`src/cqs_pkg.sv`:
```
// shared constants for the circular queue with search
package cqs_pkg;

  localparam int VALUE_W  = 32;
  localparam int OP_W     = 2;
  localparam int STATUS_W = 2;

  // slave-side and master-side tdata widths, padded to whole bytes
  localparam int IN_DATA_W  = 32;
  localparam int OUT_DATA_W = 40;

  // request kinds
  localparam logic [OP_W-1:0] OP_ENQ  = 2'd0;
  localparam logic [OP_W-1:0] OP_DEQ  = 2'd1;
  localparam logic [OP_W-1:0] OP_SRCH = 2'd2;

  // result status codes
  localparam logic [STATUS_W-1:0] STATUS_OK    = 2'd0;
  localparam logic [STATUS_W-1:0] STATUS_OVER  = 2'd1;
  localparam logic [STATUS_W-1:0] STATUS_UNDER = 2'd2;

  typedef logic signed [VALUE_W-1:0] value_t;

endpackage

```
`src/cqs_ram.sv`:
```
// generic single-port ram with registered read
module cqs_ram #(
  parameter int WIDTH = 32,
  parameter int DEPTH = 8
) (
  input  logic                     clk,
  input  logic                     we,
  input  logic [$clog2(DEPTH)-1:0] addr,
  input  logic [WIDTH-1:0]         wdata,
  output logic [WIDTH-1:0]         rdata
);

  logic [WIDTH-1:0] mem [DEPTH];

  always_ff @(posedge clk) begin
    if (we) begin
      mem[addr] <= wdata;
    end
    rdata <= mem[addr];
  end

endmodule

```
`src/circular_queue_with_search_top.sv`:
```
// top level of the circular queue with search
//
// channel   dir  tdata                                   tuser
// s_axis    in   [31:0] value_in                         [1:0] op
// m_axis    out  [31:0] value_out, [32] found,           [1:0] status
//                [33] is_full, [34] is_empty, rest zero
//
// enqueue, failed dequeue, empty search and unknown op answer in the
//   cycle after the request; a dequeue reads the entry memory, then loads the
//   output register from S_DEQ; a search reads the occupied entries oldest first,
//   one entry a cycle through the single read/write port of the entry memory
// reset: rst clears the pointers, the occupancy, the sequencer and the
//   output valid; entry memory contents are left as they are
// stalls: one request is in work at a time; s_axis_tready is low while a
//   dequeue or search is in work, or while a held result is not taken
module circular_queue_with_search_top #(
  parameter int DEPTH = 8
) (
  input  logic                           clk,
  input  logic                           rst,
  // request channel
  input  logic                           s_axis_tvalid,
  output logic                           s_axis_tready,
  input  logic [cqs_pkg::IN_DATA_W-1:0]  s_axis_tdata,   // [31:0] value_in
  input  logic [cqs_pkg::OP_W-1:0]       s_axis_tuser,   // [1:0] op
  // result channel
  output logic                           m_axis_tvalid,
  input  logic                           m_axis_tready,
  output logic [cqs_pkg::OUT_DATA_W-1:0] m_axis_tdata,   // [31:0] value_out, [32] found,
                                                         // [33] is_full, [34] is_empty
  output logic [cqs_pkg::STATUS_W-1:0]   m_axis_tuser    // [1:0] status
);

  localparam int AW = $clog2(DEPTH);
  localparam int OW = $clog2(DEPTH + 1);

  // sequencer states
  localparam logic [1:0] S_IDLE = 2'd0;
  localparam logic [1:0] S_DEQ  = 2'd1;
  localparam logic [1:0] S_SRCH = 2'd2;

  function automatic logic [AW-1:0] inc_idx(input logic [AW-1:0] idx);
    logic [AW-1:0] r;
    if (idx == AW'(DEPTH - 1)) begin
      r = '0;
    end else begin
      r = idx + 1'b1;
    end
    return r;
  endfunction

  logic [1:0]     state, state_next;
  logic [AW-1:0]  head, head_next;
  logic [AW-1:0]  tail, tail_next;
  logic [OW-1:0]  occ, occ_next;
  logic [AW-1:0]  scan_idx, scan_idx_next;
  logic [OW-1:0]  scan_left, scan_left_next;
  logic           found, found_next;
  cqs_pkg::value_t key, key_next;

  // memory port
  logic           ram_we;
  logic [AW-1:0]  ram_addr;
  cqs_pkg::value_t ram_rdata;

  // result being loaded into the output register
  logic                          out_load;
  logic [cqs_pkg::STATUS_W-1:0]  res_status;
  cqs_pkg::value_t               res_value;
  logic                          res_found;
  logic                          match;

  // output register
  logic                          out_valid;
  logic [cqs_pkg::STATUS_W-1:0]  out_status;
  cqs_pkg::value_t               out_value;
  logic                          out_found;
  logic                          out_full;
  logic                          out_empty;

  logic accept;
  logic q_full;
  logic q_empty;

  assign q_full        = (occ == OW'(DEPTH));
  assign q_empty       = (occ == '0);
  assign s_axis_tready = (state == S_IDLE) && (!out_valid || m_axis_tready);
  assign accept        = s_axis_tvalid && s_axis_tready;
  assign match         = found || (ram_rdata == key);

  cqs_ram #(
    .WIDTH (cqs_pkg::VALUE_W),
    .DEPTH (DEPTH)
  ) u_ram (
    .clk   (clk),
    .we    (ram_we),
    .addr  (ram_addr),
    .wdata (s_axis_tdata[cqs_pkg::VALUE_W-1:0]),
    .rdata (ram_rdata)
  );

  always_comb begin
    state_next     = state;
    head_next      = head;
    tail_next      = tail;
    occ_next       = occ;
    scan_idx_next  = scan_idx;
    scan_left_next = scan_left;
    found_next     = found;
    key_next       = key;
    ram_we         = 1'b0;
    ram_addr       = scan_idx;
    out_load       = 1'b0;
    res_status     = cqs_pkg::STATUS_OK;
    res_value      = '0;
    res_found      = 1'b0;

    case (state)
      S_IDLE: begin
        if (accept) begin
          case (s_axis_tuser)
            cqs_pkg::OP_ENQ: begin
              out_load = 1'b1;
              if (q_full) begin
                res_status = cqs_pkg::STATUS_OVER;
              end else begin
                ram_we    = 1'b1;
                ram_addr  = tail;
                tail_next = inc_idx(tail);
                occ_next  = occ + 1'b1;
              end
            end
            cqs_pkg::OP_DEQ: begin
              if (q_empty) begin
                out_load   = 1'b1;
                res_status = cqs_pkg::STATUS_UNDER;
                res_value  = '1;
              end else begin
                // read the oldest entry, data shows up next cycle
                ram_addr   = head;
                head_next  = inc_idx(head);
                occ_next   = occ - 1'b1;
                state_next = S_DEQ;
              end
            end
            cqs_pkg::OP_SRCH: begin
              if (q_empty) begin
                out_load = 1'b1;
              end else begin
                // first read at head, then one entry a cycle
                ram_addr       = head;
                scan_idx_next  = inc_idx(head);
                scan_left_next = occ;
                found_next     = 1'b0;
                key_next       = s_axis_tdata[cqs_pkg::VALUE_W-1:0];
                state_next     = S_SRCH;
              end
            end
            default: begin
              // unknown op leaves the state alone
              out_load = 1'b1;
            end
          endcase
        end
      end
      S_DEQ: begin
        out_load   = 1'b1;
        res_value  = ram_rdata;
        state_next = S_IDLE;
      end
      S_SRCH: begin
        found_next     = match;
        scan_left_next = scan_left - 1'b1;
        if (scan_left == OW'(1)) begin
          out_load   = 1'b1;
          res_found  = match;
          state_next = S_IDLE;
        end else begin
          ram_addr      = scan_idx;
          scan_idx_next = inc_idx(scan_idx);
        end
      end
      default: begin
        state_next = S_IDLE;
      end
    endcase
  end

  // control state
  always_ff @(posedge clk) begin
    if (rst) begin
      state     <= S_IDLE;
      head      <= '0;
      tail      <= '0;
      occ       <= '0;
      out_valid <= 1'b0;
    end else begin
      state <= state_next;
      head  <= head_next;
      tail  <= tail_next;
      occ   <= occ_next;
      if (out_load) begin
        out_valid <= 1'b1;
      end else if (m_axis_tready) begin
        out_valid <= 1'b0;
      end
    end
  end

  // payload and scan registers
  always_ff @(posedge clk) begin
    scan_idx  <= scan_idx_next;
    scan_left <= scan_left_next;
    found     <= found_next;
    key       <= key_next;
    if (out_load) begin
      out_status <= res_status;
      out_value  <= res_value;
      out_found  <= res_found;
      // flags as they stand after this request
      out_full   <= (occ_next == OW'(DEPTH));
      out_empty  <= (occ_next == '0);
    end
  end

  assign m_axis_tvalid = out_valid;
  assign m_axis_tuser  = out_status;
  assign m_axis_tdata  = {5'b0, out_empty, out_full, out_found, out_value};

endmodule

```
`config.mk`:
```
export PLATFORM = sky130hd
export DESIGN_NAME = circular_queue_with_search_top
export DESIGN_NICKNAME = d
export VERILOG_FILES = /design/src/cqs_pkg.sv /design/src/cqs_ram.sv /design/src/circular_queue_with_search_top.sv
export SDC_FILE = /design/constraint.sdc
export NUM_CORES = 1
export LEC_CHECK = 0
export BUFFER_PORTS_ARGS = -buffer_cell sky130_fd_sc_hd__clkbuf_2
export CAP_MARGIN = 30
export CORE_MARGIN = 2
export CORE_UTILIZATION = 50
export CTS_CLUSTER_DIAMETER = 40
export CTS_CLUSTER_SIZE = 12
export DETAILED_ROUTE_END_ITERATION = 8
export GPL_TIMING_DRIVEN = 0
export PLACE_DENSITY = 0.66
export REMOVE_ABC_BUFFERS = 1
export SLEW_MARGIN = 20
export SYNTH_ARGS = -nofsm -noshare
export SYNTH_HDL_FRONTEND = slang
export SYNTH_SLANG_ARGS = --single-unit
```
`constraint.sdc`:
```
create_clock -name clk -period 7.8 [get_ports clk]
set_input_delay 0.39 -clock clk [delete_from_list [all_inputs] [get_ports clk]]
set_output_delay 0.39 -clock clk [all_outputs]
set_load 0.01 [all_outputs]
```
Yosys cells after proc, flatten, opt, wreduce, memory -nomap -nowiden. Memories as Yosys holds them, arrays and structs flattened. A register that Yosys moved wholly into a read port is not among the register bits. Index checks and enable logic that the tools add are counted.

Bits in registers: 90. Memory bits (writable): 256. Input port bits: 38. Memories kept: 1.

Add/sub/neg operators: 6. Equality and inequality tests: 19. Mux-type cells: 52. Bitwise logic cells: 2. Reduce and logical (&&, ||, !) cells: 20.

Memory list: u_ram.mem (words 8, bits a word 32, read ports 1, clocked after Yosys merged registers in 1, wr ports 1, line cqs_ram.sv:13) `logic [WIDTH-1:0] mem [DEPTH];`.

Operator list (number): $mux W32 (3); $pmux W32 S2 (1); $mux W3 (11); $eq A32 B32 Y1 (1); $mux W4 (7); $mux W1 (16); $pmux W4 S2 (2); $reduce_and A4 Y1 (4); $pmux W2 S2 (3); $pmux W3 S2 (2); $mux W2 (5); $reduce_and A5 Y1 (2); $add A3 B1 Y3 const B (3); $eq A3 B3 Y1 const B (3); $eq A4 B4 Y1 const B (2); $logic_not A4 Y1 (2); $ne A2 B2 Y1 const B (4); $sub A4 B1 Y4 const B (2); $ne A3 B3 Y1 const B (2); $add A4 B1 Y4 const B (1); $eq A2 B1 Y1 const B (2); $eq A2 B2 Y1 const B (2); $eq A4 B1 Y1 const B (1); $logic_not A2 Y1 (2); other kinds (11) (16).

Logic depth before layout (Yosys ltp). Gate-level depths: netlist of run 1.

Depth in word-level cells: 8. Gate-level depth with buffers: 10. Depth with buffers taken out: 7.

Hierarchy. Synthesis of run 1 repeated with hierarchy kept, for this count alone.

Cell total of the unflattened synthesis: 822. Area, all modules: 14805.4 um^2.

Modules (own cells, without submodules): cqs_ram (instances 1, cells each 453, area each 10500.1 um^2); circular_queue_with_search_top (instances 1, cells each 369, area each 4305.4 um^2).

Least setup slack after synthesis of run 1. No wires, ideal clock.

Path type: register -> register. Start point: reg occ[0]. End point: mem u_ram.mem[2][0] (enable). Library setup time: 0.461 ns. Data arrival time: 4.354 ns. Data required time: 7.339 ns. Path slack: 2.985 ns. Stages on the path, launching flop included: 11. Buffers on the path: 3. Clock period less this slack: 4.815 ns. Cell sequence: dfxtp_1 > inv_1 > ha_1 > buf_4 > or3b_4 > a32o_2 > a22o_1 > buf_6 > buf_6 > nand2b_1 > nor3_1.

Cells in the longest elaborated chain, start to end: 7. Elaborated cells on any way between the ends: 13.

RTL lines: from (decl) (line circular_queue_with_search_top.sv:55) `logic [OW-1:0] occ, occ_next;`; from (signal assigned) (line circular_queue_with_search_top.sv:201) `occ <= occ_next;`; $eq A4 B4 Y1 (line circular_queue_with_search_top.sv:85) `assign q_full = (occ == OW'(DEPTH));`; $mux W1 (line circular_queue_with_search_top.sv:124) `if (q_full) begin`; $mux W1 (line circular_queue_with_search_top.sv:121) `case (s_axis_tuser)`; $mux W1 (line circular_queue_with_search_top.sv:120) `if (accept) begin`; $mux W1 (line circular_queue_with_search_top.sv:118) `case (state)`; $mux W1 (line cqs_ram.sv:16) `if (we) begin`; $mux W1 (not written as such) (line cqs_ram.sv:17) `mem[addr] <= wdata;`; to (decl) (line cqs_ram.sv:13).

Parallel ways exist; a longest one is shown, timed or not.

Final worst setup path of run 1.
Start point: reg occ[0]. End point: mem u_ram.mem[7][28] (enable).

Same word-level chain as after synthesis.

==> out/results.ini, run 1 <==
[status]
outcome = finished clean

[placed_design]
dpl.cell_count = 1594
pre_cts_ws_ns = 2.983
dp.final_hpwl_um = 24330
gp_congestion = 0.7639
io_buffers = 76

[logic_synthesis]
synth_area_per_cell_um2 = 13.70
ys_seq_area_share_pct = 67.82
yosys_warnings = 0
ys_types = 52
synthCells = 1173
synth_async_sr_flop_share_pct = 0
ys_ff_latch = 378
synth_edf_count = 333
ys.flop_type = edfxtp_1
syn_area_um2 = 16070

[die]
fp-row-count = 65
core_area_um2 = 31640
die_area_um2 = 33600
ios = 82
die-height_um = 183.3
initial_core_util_pct = 50.80
die_width_um = 183.3

[layout]
layout.nets = 1296
final_common_cell = edfxtp_1
areaGrowthSynthToFinish_pct = 20.34
fin_cells = 1688
layout_common_cells = edfxtp_1 (333), inv_1 (137), a221oi_1 (129)
final_core_utilization_pct = 61.14
drive_gt1_share_pct = 19.24

[route]
viasPerCell = 6.428
drt_iter0_markers = 999
routedWlPerCell_um = 24.24
drcViolationCount = 0
drtAntennaViolNets = 0
wl_um = 40910
via_count = 10850
drt-pass1-iter-count = 7

[clocking]
cts_resized = 0
clk_pin_slew_ns = 0.06
cts_tree = done
insertion_delay_ns = 0.56
cts_hold_buf = 0
cts_setup_buffers = 0
h-tree-depth = 2
clock-sinks = 378
numCtsBuffers = 50
root_buffer = clkbuf_16
clk_path_buf_depth = 3

[setup_path]
arrival_ns = 5.08
cpPeakStageDelay_ns = 0.72
worst_path_most_repeated_cell = buf_4
crit_chain = inv_1 > ha_1 > or3b_4 > a32o_4 > buf_16 > a22o_4 > nand2_1 > nor3_2 > buf_4 > buf_6 > buf_4
cp.required_ns = 8.05
worstSetupStartpointType = register
crit_path_max_fanout = 72
crit_type = reg2reg
endpoint_kind = register
cp_slowest_cell = nor3_2

[timing]
relSlewSlack_pct = 44.35
slew_violations = 0
rsz0062_at_grt = false
hold_violations = 0
timing.final.ws_setup_ns = 2.976
layout_min_cycle_time_ns = 4.824
finalSetupViolCount = 0
skew_ns = 0.02112
min_period_over_period_pct = 61.85
tightest_slew_ns = 0.8302
setup_tns_ns = 0
fmax_ghz = 0.2073

[min_path]
hold_class = in2reg

[global_route]
grt_pass1_wl_um = 62630
overflow = 0
antenna_found_initial = 2
grt.total_usage_pct = 24.32
grt_max_degree = 73
grt_pass1_vias = 10640

[power_and_ir_drop]
leakagePower_uw = 0.006748
p_per_area_nw_per_um2 = 267.8
ir_worst_vdd_mv = 0.2123

[flow_run]
drv_cap = 0

kinds of logic (layout without fill, tap and decap cells):
| group | Yosys count | count (layout) | synth area share [%] |
|---|---|---|---|
| adder cells (fa/ha/maj) | 14 | 14 | 1.090 |
| flip-flops | 378 | 378 | 67.82 |
| AO/OA/AOI/OAI | 324 | 324 | 16.72 |
| XOR/XNOR | 34 | 34 | 1.853 |
| multiplexers | 11 | 11 | 0.7006 |
| AND/OR/NAND/NOR | 147 | 147 | 4.694 |
| buffers and inverters | 264 | 371 | 7.099 |
| other | 1 | 7 | 0.02333 |
registers in the layout (all words and copies together), names as in the netlist, 4 cells and up:
name and cells:
key 32, u_ram.rdata 32, scan_left 4, occ 4, out_value 32, u_ram.mem 256
through the flow:
stage	area, um^2	power, uW	hold WS [ns]
finish	19340	5180	0.1295
global route	19340	5339	0.1244
CTS	19340	5207	0.1171
detailed placement	17600	2859	0.5331
global placement	16350	2778	0.5246
floorplan	15460	2605	0.4616
worst max-delay path: cells and delay by family (launching register included):
family,cells,cell delay (ns)
buf+inv,5,1.08
flops,1,0.44
simple gates,3,1.39
compound gates,2,1.21
fa+ha+maj,1,0.33
layer usage:
layer / vias to the layer above / part of all wire, % / track usage, %
met2: 536 / 47 / 38.80
met3: 85 / 8.1 / 4.408
met4: 0 / 2.3 / 7.744
met1: 5407 / 42 / 34.09
met5: - / 0 / 0
li1: 4822 / - / -
power by group:
group / internal, uW / total (uW) / switching [uW]
clock network: 1490 / 2360 / 873
logic: 185 / 495 / 310
registers: 2290 / 2330 / 39.7
cells in the mapped netlist (2+ instances only):
| master | count | area (um^2) |
|---|---|---|
| buf_4 | 11 | 82.58 |
| mux2_2 | 2 | 22.52 |
| nor2b_1 | 7 | 43.79 |
| edfxtp_1 | 333 | 10000 |
| o31ai_1 | 3 | 22.52 |
| clkbuf_1 | 87 | 326.6 |
| ha_1 | 14 | 175.2 |
| nor2_1 | 16 | 60.06 |
| a21o_1 | 2 | 15.01 |
| o21ai_0 | 6 | 30.03 |
| nand4_1 | 8 | 50.05 |
| nor3b_1 | 2 | 15.01 |
| dfxtp_1 | 45 | 900.9 |
| inv_1 | 138 | 518.0 |
| a221oi_1 | 129 | 1130 |
| a32o_1 | 4 | 40.04 |
| xnor2_1 | 34 | 297.8 |
| nand2b_1 | 4 | 25.02 |
| a32oi_1 | 3 | 26.28 |
| and2_1 | 2 | 12.51 |
| nor4_1 | 36 | 225.2 |
| nand3_1 | 4 | 20.02 |
| a2111oi_0 | 128 | 1121 |
| nor3_1 | 11 | 55.05 |
| buf_6 | 12 | 135.1 |
| and3_1 | 3 | 18.77 |
| buf_2 | 14 | 70.07 |
| mux2i_1 | 9 | 90.09 |
| a21oi_1 | 36 | 180.2 |
| nand2_1 | 48 | 180.2 |
final timing paths:
kind / startpoint / to / slack (ns) / cells past startpoint
max: occ[0] / u_ram.mem[7][28] / 2.98 / 11
min: s_axis_tdata[20] / u_ram.mem[4][20] / 0.13 / 1
max reg2reg: occ[0] / u_ram.mem[7][28] / 2.98 / 11
min reg2reg: tail[2] / tail[2] / 0.56 / 2
cell type report:
| cell class | instances | area (um^2) |
|---|---|---|
| Timing Repair Buffer | 141 | 1470 |
| Tap cell | 402 | 503.0 |
| Inverter | 138 | 518.0 |
| Clock buffer | 66 | 1373 |
| Sequential cell | 378 | 10900 |
| Multi-Input combinational cell | 535 | 4204 |
| Fill cell | 2292 | 12290 |
| Clock inverter | 26 | 366.6 |
| Antenna cell | 2 | 5.005 |
(Power assumes the default switching activity.)
==> run 2: changes to the inputs <==
- PLACE_DENSITY: 0.66 -> 0.69
- clock period: 7.8 -> 4.4 ns (I/O delays scaled with it)
==> run 2 against run 1 <==
Compared with the run above: hold slack got worse by 0.072 ns; maximum frequency grew 16%; non-clock buffer count grew 32; first-iteration DRC count increased by 12%; highest routed layer unchanged; global-route usage shrank 0.052 points.
==> out/results.ini, run 2 (synthesis gave the netlist of run 1 again) <==
[status]
outcome = finished clean

[setup_path]
crit_type = reg2reg
endpoint_kind = register
worst-path-buf-inv = 5  ; unchanged
cp_slowest_cell = and3_4
crit_chain = buf_12 > nor2_2 > and3_4 > buf_16 > a22o_4 > nand2_1 > nor3_2 > buf_4 > buf_4 > buf_4
worst_path_most_repeated_cell = buf_4
crit_path_max_fanout = 59  ; -18%
arrival_ns = 4.44  ; -0.64 ns
cpPeakStageDelay_ns = 0.52  ; -0.20 ns
worstSetupStartpointType = register
reg2reg_slack_ns = 0.23  ; -2.75 ns
cp.required_ns = 4.66  ; -3.39 ns
path_delay_family = simple AND/OR/NAND/NOR gates

[power_and_ir_drop]
ir_worst_vdd_mv = 0.3003  ; +41%
power_uw = 8783  ; +70%
leakagePower_uw = 0.006796  ; +0.72%
p_per_area_nw_per_um2 = 450.9  ; +68%

[clocking]
numCtsBuffers = 49  ; -2.0%
insertion_delay_ns = 0.57  ; about the same
cts_tree = done
clock-sinks = 378  ; unchanged
root_buffer = clkbuf_16
h-tree-depth = 2  ; unchanged
clk_path_buf_depth = 3  ; unchanged
clk_pin_slew_ns = 0.06  ; about the same

[layout]
max_flop_register = u_ram.mem
largest_register_ffs = 256  ; unchanged
layout_common_cells = edfxtp_1 (333), inv_1 (137), a221oi_1 (129)
layout.nets = 1329  ; +2.5%
drive_gt1_share_pct = 18.74  ; -0.50 points
final_common_cell = edfxtp_1
areaGrowthSynthToFinish_pct = 21.20

[global_route]
antenna_found_initial = 1  ; -1
grt_pass1_vias = 10740  ; +0.95%
grt_pass1_wl_um = 62310  ; -0.51%
grt_max_degree = 81  ; +11%
grt.total_usage_pct = 24.27  ; -0.052 points
overflow = 0  ; unchanged

[timing]
finalSetupViolCount = 0  ; unchanged
min_period_over_period_pct = 94.88  ; +33 points
skew_ns = 0.02961  ; +0.008482 ns
hold_violations = 0  ; unchanged
rsz0062_at_grt = false
fmax_ghz = 0.2395  ; +16%
finalHoldWorstSlack_ns = 0.05710  ; -0.07243 ns
relSlewSlack_pct = 46.62  ; +2.3 points
layout_min_cycle_time_ns = 4.175  ; -0.6498 ns
slew_violations = 0  ; unchanged
tightest_slew_ns = 0.7947  ; -0.03550 ns

[die]
die_area_um2 = 33600  ; unchanged
core_area_um2 = 31640  ; unchanged
die_width_um = 183.3  ; unchanged
initial_core_util_pct = 50.80  ; unchanged
ios = 82  ; unchanged
die-height_um = 183.3  ; unchanged
fp-row-count = 65  ; unchanged

[min_path]
hold_class = in2reg

[route]
via_count = 10990  ; +1.3%
drt_iter0_markers = 1116  ; +12%
drt-pass1-iter-count = 6  ; -1
wl_um = 41340  ; +1.0%
drtAntennaViolNets = 0  ; unchanged
viasPerCell = 6.385  ; -0.67%
drcViolationCount = 0  ; unchanged
routedWlPerCell_um = 24.02  ; -0.89%

[placed_design]
gp_congestion = 0.7602  ; -0.48%
dp.final_hpwl_um = 24220  ; -0.48%
io_buffers = 76  ; unchanged

[flow_run]
drv_cap = 0  ; unchanged

run 2: changes by cell type in the layout (fill, tap and decap cells not counted), sizes merged:
cell and delta:
diode -1, and3 +1, clkinvlp +1, clkbuf -2
clkinv +6, bufinv -7, a22o +1, dlygate4sd3 +32
inv +2
run 2: worst min-delay path: stages:
cell,delay [ns]
clkbuf_2,0.08
nor2b_1,0.05
o21ba_2,0.20
run 2: metal layers:
layer | track usage, % | share of wire, % | vias to the layer above
met5 | 0 | 0 | -
met4 | 8.256 | 2.6 | 0
met3 | 4.091 | 8.3 | 88
met2 | 39.29 | 49 | 554
met1 | 33.52 | 40 | 5445
li1 | - | - | 4901
run 2: layout make-up:
class / instances / area (um^2)
repair buffers: 173 / 1767
diodes: 1 / 2.502
well taps: 402 / 503.0
clock buffers: 64 / 1324
inverters: 138 / 518.0
fillers: 2310 / 12160
flip-flops and latches: 378 / 10900
multi-input cells: 537 / 4237
clock inverters: 28 / 226.5
run 2: final timing paths:
kind,from,to,cells past startpoint
hold / removal,m_axis_tready,m_axis_tvalid,3
hold reg to reg,tail[2],tail[2],2
setup / recovery,state[1],u_ram.mem[5][21],10
setup reg to reg,state[1],u_ram.mem[5][21],10
run 2: what timing repair did:
action                                  4_1_cts  5_1_grt
hold buffers                                 32        0
gates resized for setup                       0        3
hold endpoints to repair                    288        0
setup buffers                                 0        0
endpoints found under the setup margin        0       26
run 2: per-stage QoR:
step | instances | setup slack, ns | cell area, um^2 | utilization (%) | TNS [ns]
detailed placement | 1594 | 0.02741 | 17570 | 55.55 | 0
global placement | 1529 | -14.41 | 16350 | 51.67 | -3654.37
CTS | 1718 | 0.003908 | 19440 | 61.46 | 0
floorplan | 1051 | -4.412 | 15460 | - | -1122.21
global route | 1721 | 0.1430 | 19480 | 61.57 | 0
finish | 1721 | 0.2255 | 19480 | 61.57 | 0
run 2: report_power, final:
part	switching (uW)	leakage, uW	internal (uW)	total [uW]
clock	1570	0.000750	2170	3740
combinational	565	0.00263	352	917
sequential	73.2	0.00341	4050	4130
==> run 3: changes to the inputs <==
- SLEW_MARGIN: 20 -> 10
- SYNTH_HIERARCHICAL: not set -> 1
==> run 3 against run 2 <==
Compared with the run above: die area fell by 7.7%; non-clock buffer count fell by 38; sequential cell count did not move; via count fell by 30%; first-iteration DRC count fell by 45%; highest routed layer unchanged.
==> out/results.ini, run 3 <==
[route]
drcViolationCount = 0  ; unchanged
via_count = 7743  ; -30%
drt_iter0_markers = 611  ; -45%
drt-pass1-iter-count = 5  ; -1
routedWlPerCell_um = 21.64  ; -9.9%
viasPerCell = 5.619  ; -12%
wl_um = 29820  ; -28%
drtAntennaViolNets = 0  ; unchanged

[timing]
slew_violations = 0  ; unchanged
rsz0062_at_grt = false
relSlewSlack_pct = 48.50  ; +1.9 points
min_period_over_period_pct = 93.60  ; -1.3 points
timing.final.ws_setup_ns = 0.2818  ; +0.05633 ns
layout_min_cycle_time_ns = 4.118  ; -0.05633 ns
hold_violations = 0  ; unchanged
skew_ns = 0.02177  ; -0.007837 ns
fmax_ghz = 0.2428  ; +1.4%
tightest_slew_ns = 0.7707  ; -0.02393 ns
finalSetupViolCount = 0  ; unchanged
setup_tns_ns = 0  ; unchanged

[setup_path]
cp.required_ns = 4.62  ; -0.04 ns
crit_type = reg2reg
worstSetupStartpointType = register
endpoint_kind = register
path_delay_family = simple AND/OR/NAND/NOR gates
worst-path-buf-inv = 4  ; -1
critical_path_depth = 12  ; +2
cp_slowest_cell = nor2_4
crit_path_max_fanout = 47  ; -20%
reg2regPathDepth = 12  ; +2
arrival_ns = 4.34  ; -0.10 ns
cpPeakStageDelay_ns = 0.59  ; +0.07 ns
crit_chain = inv_1 > ha_1 > nor2b_1 > nand2_1 > and2_1 > a22o_1 > a32o_4 > buf_16 > inv_1 > nand2_1 > nor2_4 > buf_12

[logic_synthesis]
synth_async_sr_flop_share_pct = 0  ; unchanged
synthXorXnorAreaFrac_pct = 2.011  ; +0.16 points
yosys.area_share.simple_pct = 4.420  ; -0.27 points
synth_top_area_share_pct = 67.54  ; +5.3 points
ys.flop_type = edfxtp_1
yosys-top-cells-area = edfxtp_1 (68%), mux4_1 (7.3%), dfxtp_1 (6.1%), mux2_2 (2.4%), xnor2_1 (2.0%)
synth_top_family_by_area = multiplexers
synth_edf_count = 333  ; unchanged
yosysMostFrequentCell = edfxtp_1
syn_area_um2 = 14810  ; -7.9%
synthTopCellsByCount = edfxtp_1 (333), nand2_1 (56), a21oi_1 (48), dfxtp_1 (45), mux4_1 (41)
synth_mux_area_share_pct = 12.36  ; +12 points
synth_compound_area_share_pct = 4.183  ; -13 points
synth_area_per_cell_um2 = 18.01  ; +31%
ys_ff_latch = 378  ; unchanged
ys_types = 52  ; unchanged
yosys_warnings = 6  ; +6
yosys.area.top_type = edfxtp_1
synthCells = 822  ; -30%
synth_adder_area_share_pct = 1.183  ; +0.093 points
ys_seq_area_share_pct = 73.62  ; +5.8 points

[clocking]
insertion_delay_ns = 0.54  ; -0.03 ns
cts_resized = 0  ; unchanged
clk_pin_slew_ns = 0.05  ; about the same
clock-sinks = 378  ; unchanged
numCtsBuffers = 43  ; -12%
h-tree-depth = 2  ; unchanged
clk_path_buf_depth = 3  ; unchanged
root_buffer = clkbuf_16
cts_tree = done

[layout]
fin_cells = 1378  ; -20%
layout.nets = 1009  ; -24%
areaGrowthSynthToFinish_pct = 19.52
final_common_cell = edfxtp_1
layout_common_cells = edfxtp_1 (333), clkbuf_2 (76), nand2_1 (56)
insertedDiodeCount = 0  ; -1
max_flop_register = u_ram/mem
largest_register_ffs = 256  ; unchanged
fin_area_um2 = 17700  ; -9.2%
drive_gt1_share_pct = 23.48  ; +4.7 points

[global_route]
overflow = 0  ; unchanged
grt_pass1_vias = 7689  ; -28%
grt_max_degree = 54  ; -33%
antenna_found_initial = 0  ; -1
grt.total_usage_pct = 19.53  ; -4.7 points
grt_pass1_wl_um = 45310  ; -27%

[power_and_ir_drop]
leakagePower_uw = 0.006134  ; -9.7%
p_per_area_nw_per_um2 = 451.9  ; +0.24%
p_switching_uw = 1688  ; -24%
ir_worst_vdd_mv = 0.3785  ; +26%
pwr-share-seq_pct = 50.8  ; +3.8 points
swShare_pct = 21.11  ; -4.0 points
power_uw = 7997  ; -8.9%
intPower_uw = 6309  ; -4.0%
comb_power_share_pct = 6.6  ; -3.8 points
p_clk_share_pct = 42.6  ; about the same

[die]
fp-row-count = 63  ; -3.1%
die_area_um2 = 31000  ; -7.7%
core_area_um2 = 29400  ; -7.1%
die_width_um = 176.1  ; -3.9%
initial_core_util_pct = 50.36  ; -0.45 points
die-height_um = 176.1  ; -3.9%
ios = 82  ; unchanged

[placed_design]
place_area_um2 = 15930  ; -9.3%
io_buffers = 76  ; unchanged
dp.final_hpwl_um = 17950  ; -26%
gp_congestion = 0.8339  ; +9.7%
pre_cts_ws_ns = 0.05578  ; +0.02837 ns
dpl.cell_count = 1266  ; -21%

[status]
outcome = finished clean

[min_path]
holdPathStages = 3  ; unchanged
hold_class = in2reg

[flow_run]
drv_cap = 0  ; unchanged

## run 3: cell types whose count changed after synthesis, moves of 30 or more
cell	previous run	this run
a2111oi_0	128	0
mux4_1	0	41
inv_1	138	12
clkbuf_1	87	19
nor4_1	36	2
mux2_2	2	32
a221oi_1	129	4
## run 3: layer usage
layer  wire length (um)  vias to the layer above  global-route usage (%)
li1                   -                     3514                       -
met5                  0                        -                       0
met3               1663                       60                   3.488
met4                714                        0                   6.577
met1              13170                     3922                   27.44
met2              14270                      247                   31.26
## run 3: worst paths after layout
check | start | end | slack, ns
min reg2reg | u_ram/mem[4][7] | u_ram/rdata[7] | 0.47
min | m_axis_tready | m_axis_tvalid | 0.05
max reg2reg | occ[0] | u_ram/mem[2][24] | 0.28
max | occ[0] | u_ram/mem[2][24] | 0.28
## run 3: kinds of logic after synthesis
logic type	count (synthesis)
compound gates	97
other cells	1
buf+inv	62
xor+xnor	34
fa+ha+maj	14
flops	378
mux	101
simple gates	135
## run 3: final cells by class
cell class	instances	area, um^2
fillers	2120	11710
flip-flops and latches	378	10900
multi-input cells	386	3701
repair buffers	135	1177
clock buffers	55	1172
well taps	390	488.0
clock inverters	21	205.2
inverters	13	48.80
## run 3: stage by stage
step           utilization, %  hold WS, ns
2_1_floorplan               -       0.2891
3_3_place_gp            52.42       0.4459
3_5_place_dp            54.19       0.4482
4_1_cts                 59.93      0.02150
5_1_grt                 60.19      0.04511
6_report                60.19      0.04595
## run 3: worst min-delay path: stages
cell and delay, ns:
clkbuf_2 0.08, nor2b_1 0.05, o21ba_1 0.17
## run 3: power by group through the flow
stage	Sequential [uW]	Combinational, uW	Clock, uW
detailed placement	4140	506	0
finish	4060	529	3410
global route	4070	574	3630
CTS	4060	532	3470
floorplan	4150	280	0
global placement	4140	478	0
## run 3: repair_timing
item	CTS	global route
endpoints found under the hold margin	279	0
buffers inserted	0	5
hold buffers	31	0
setup endpoints to repair	0	33
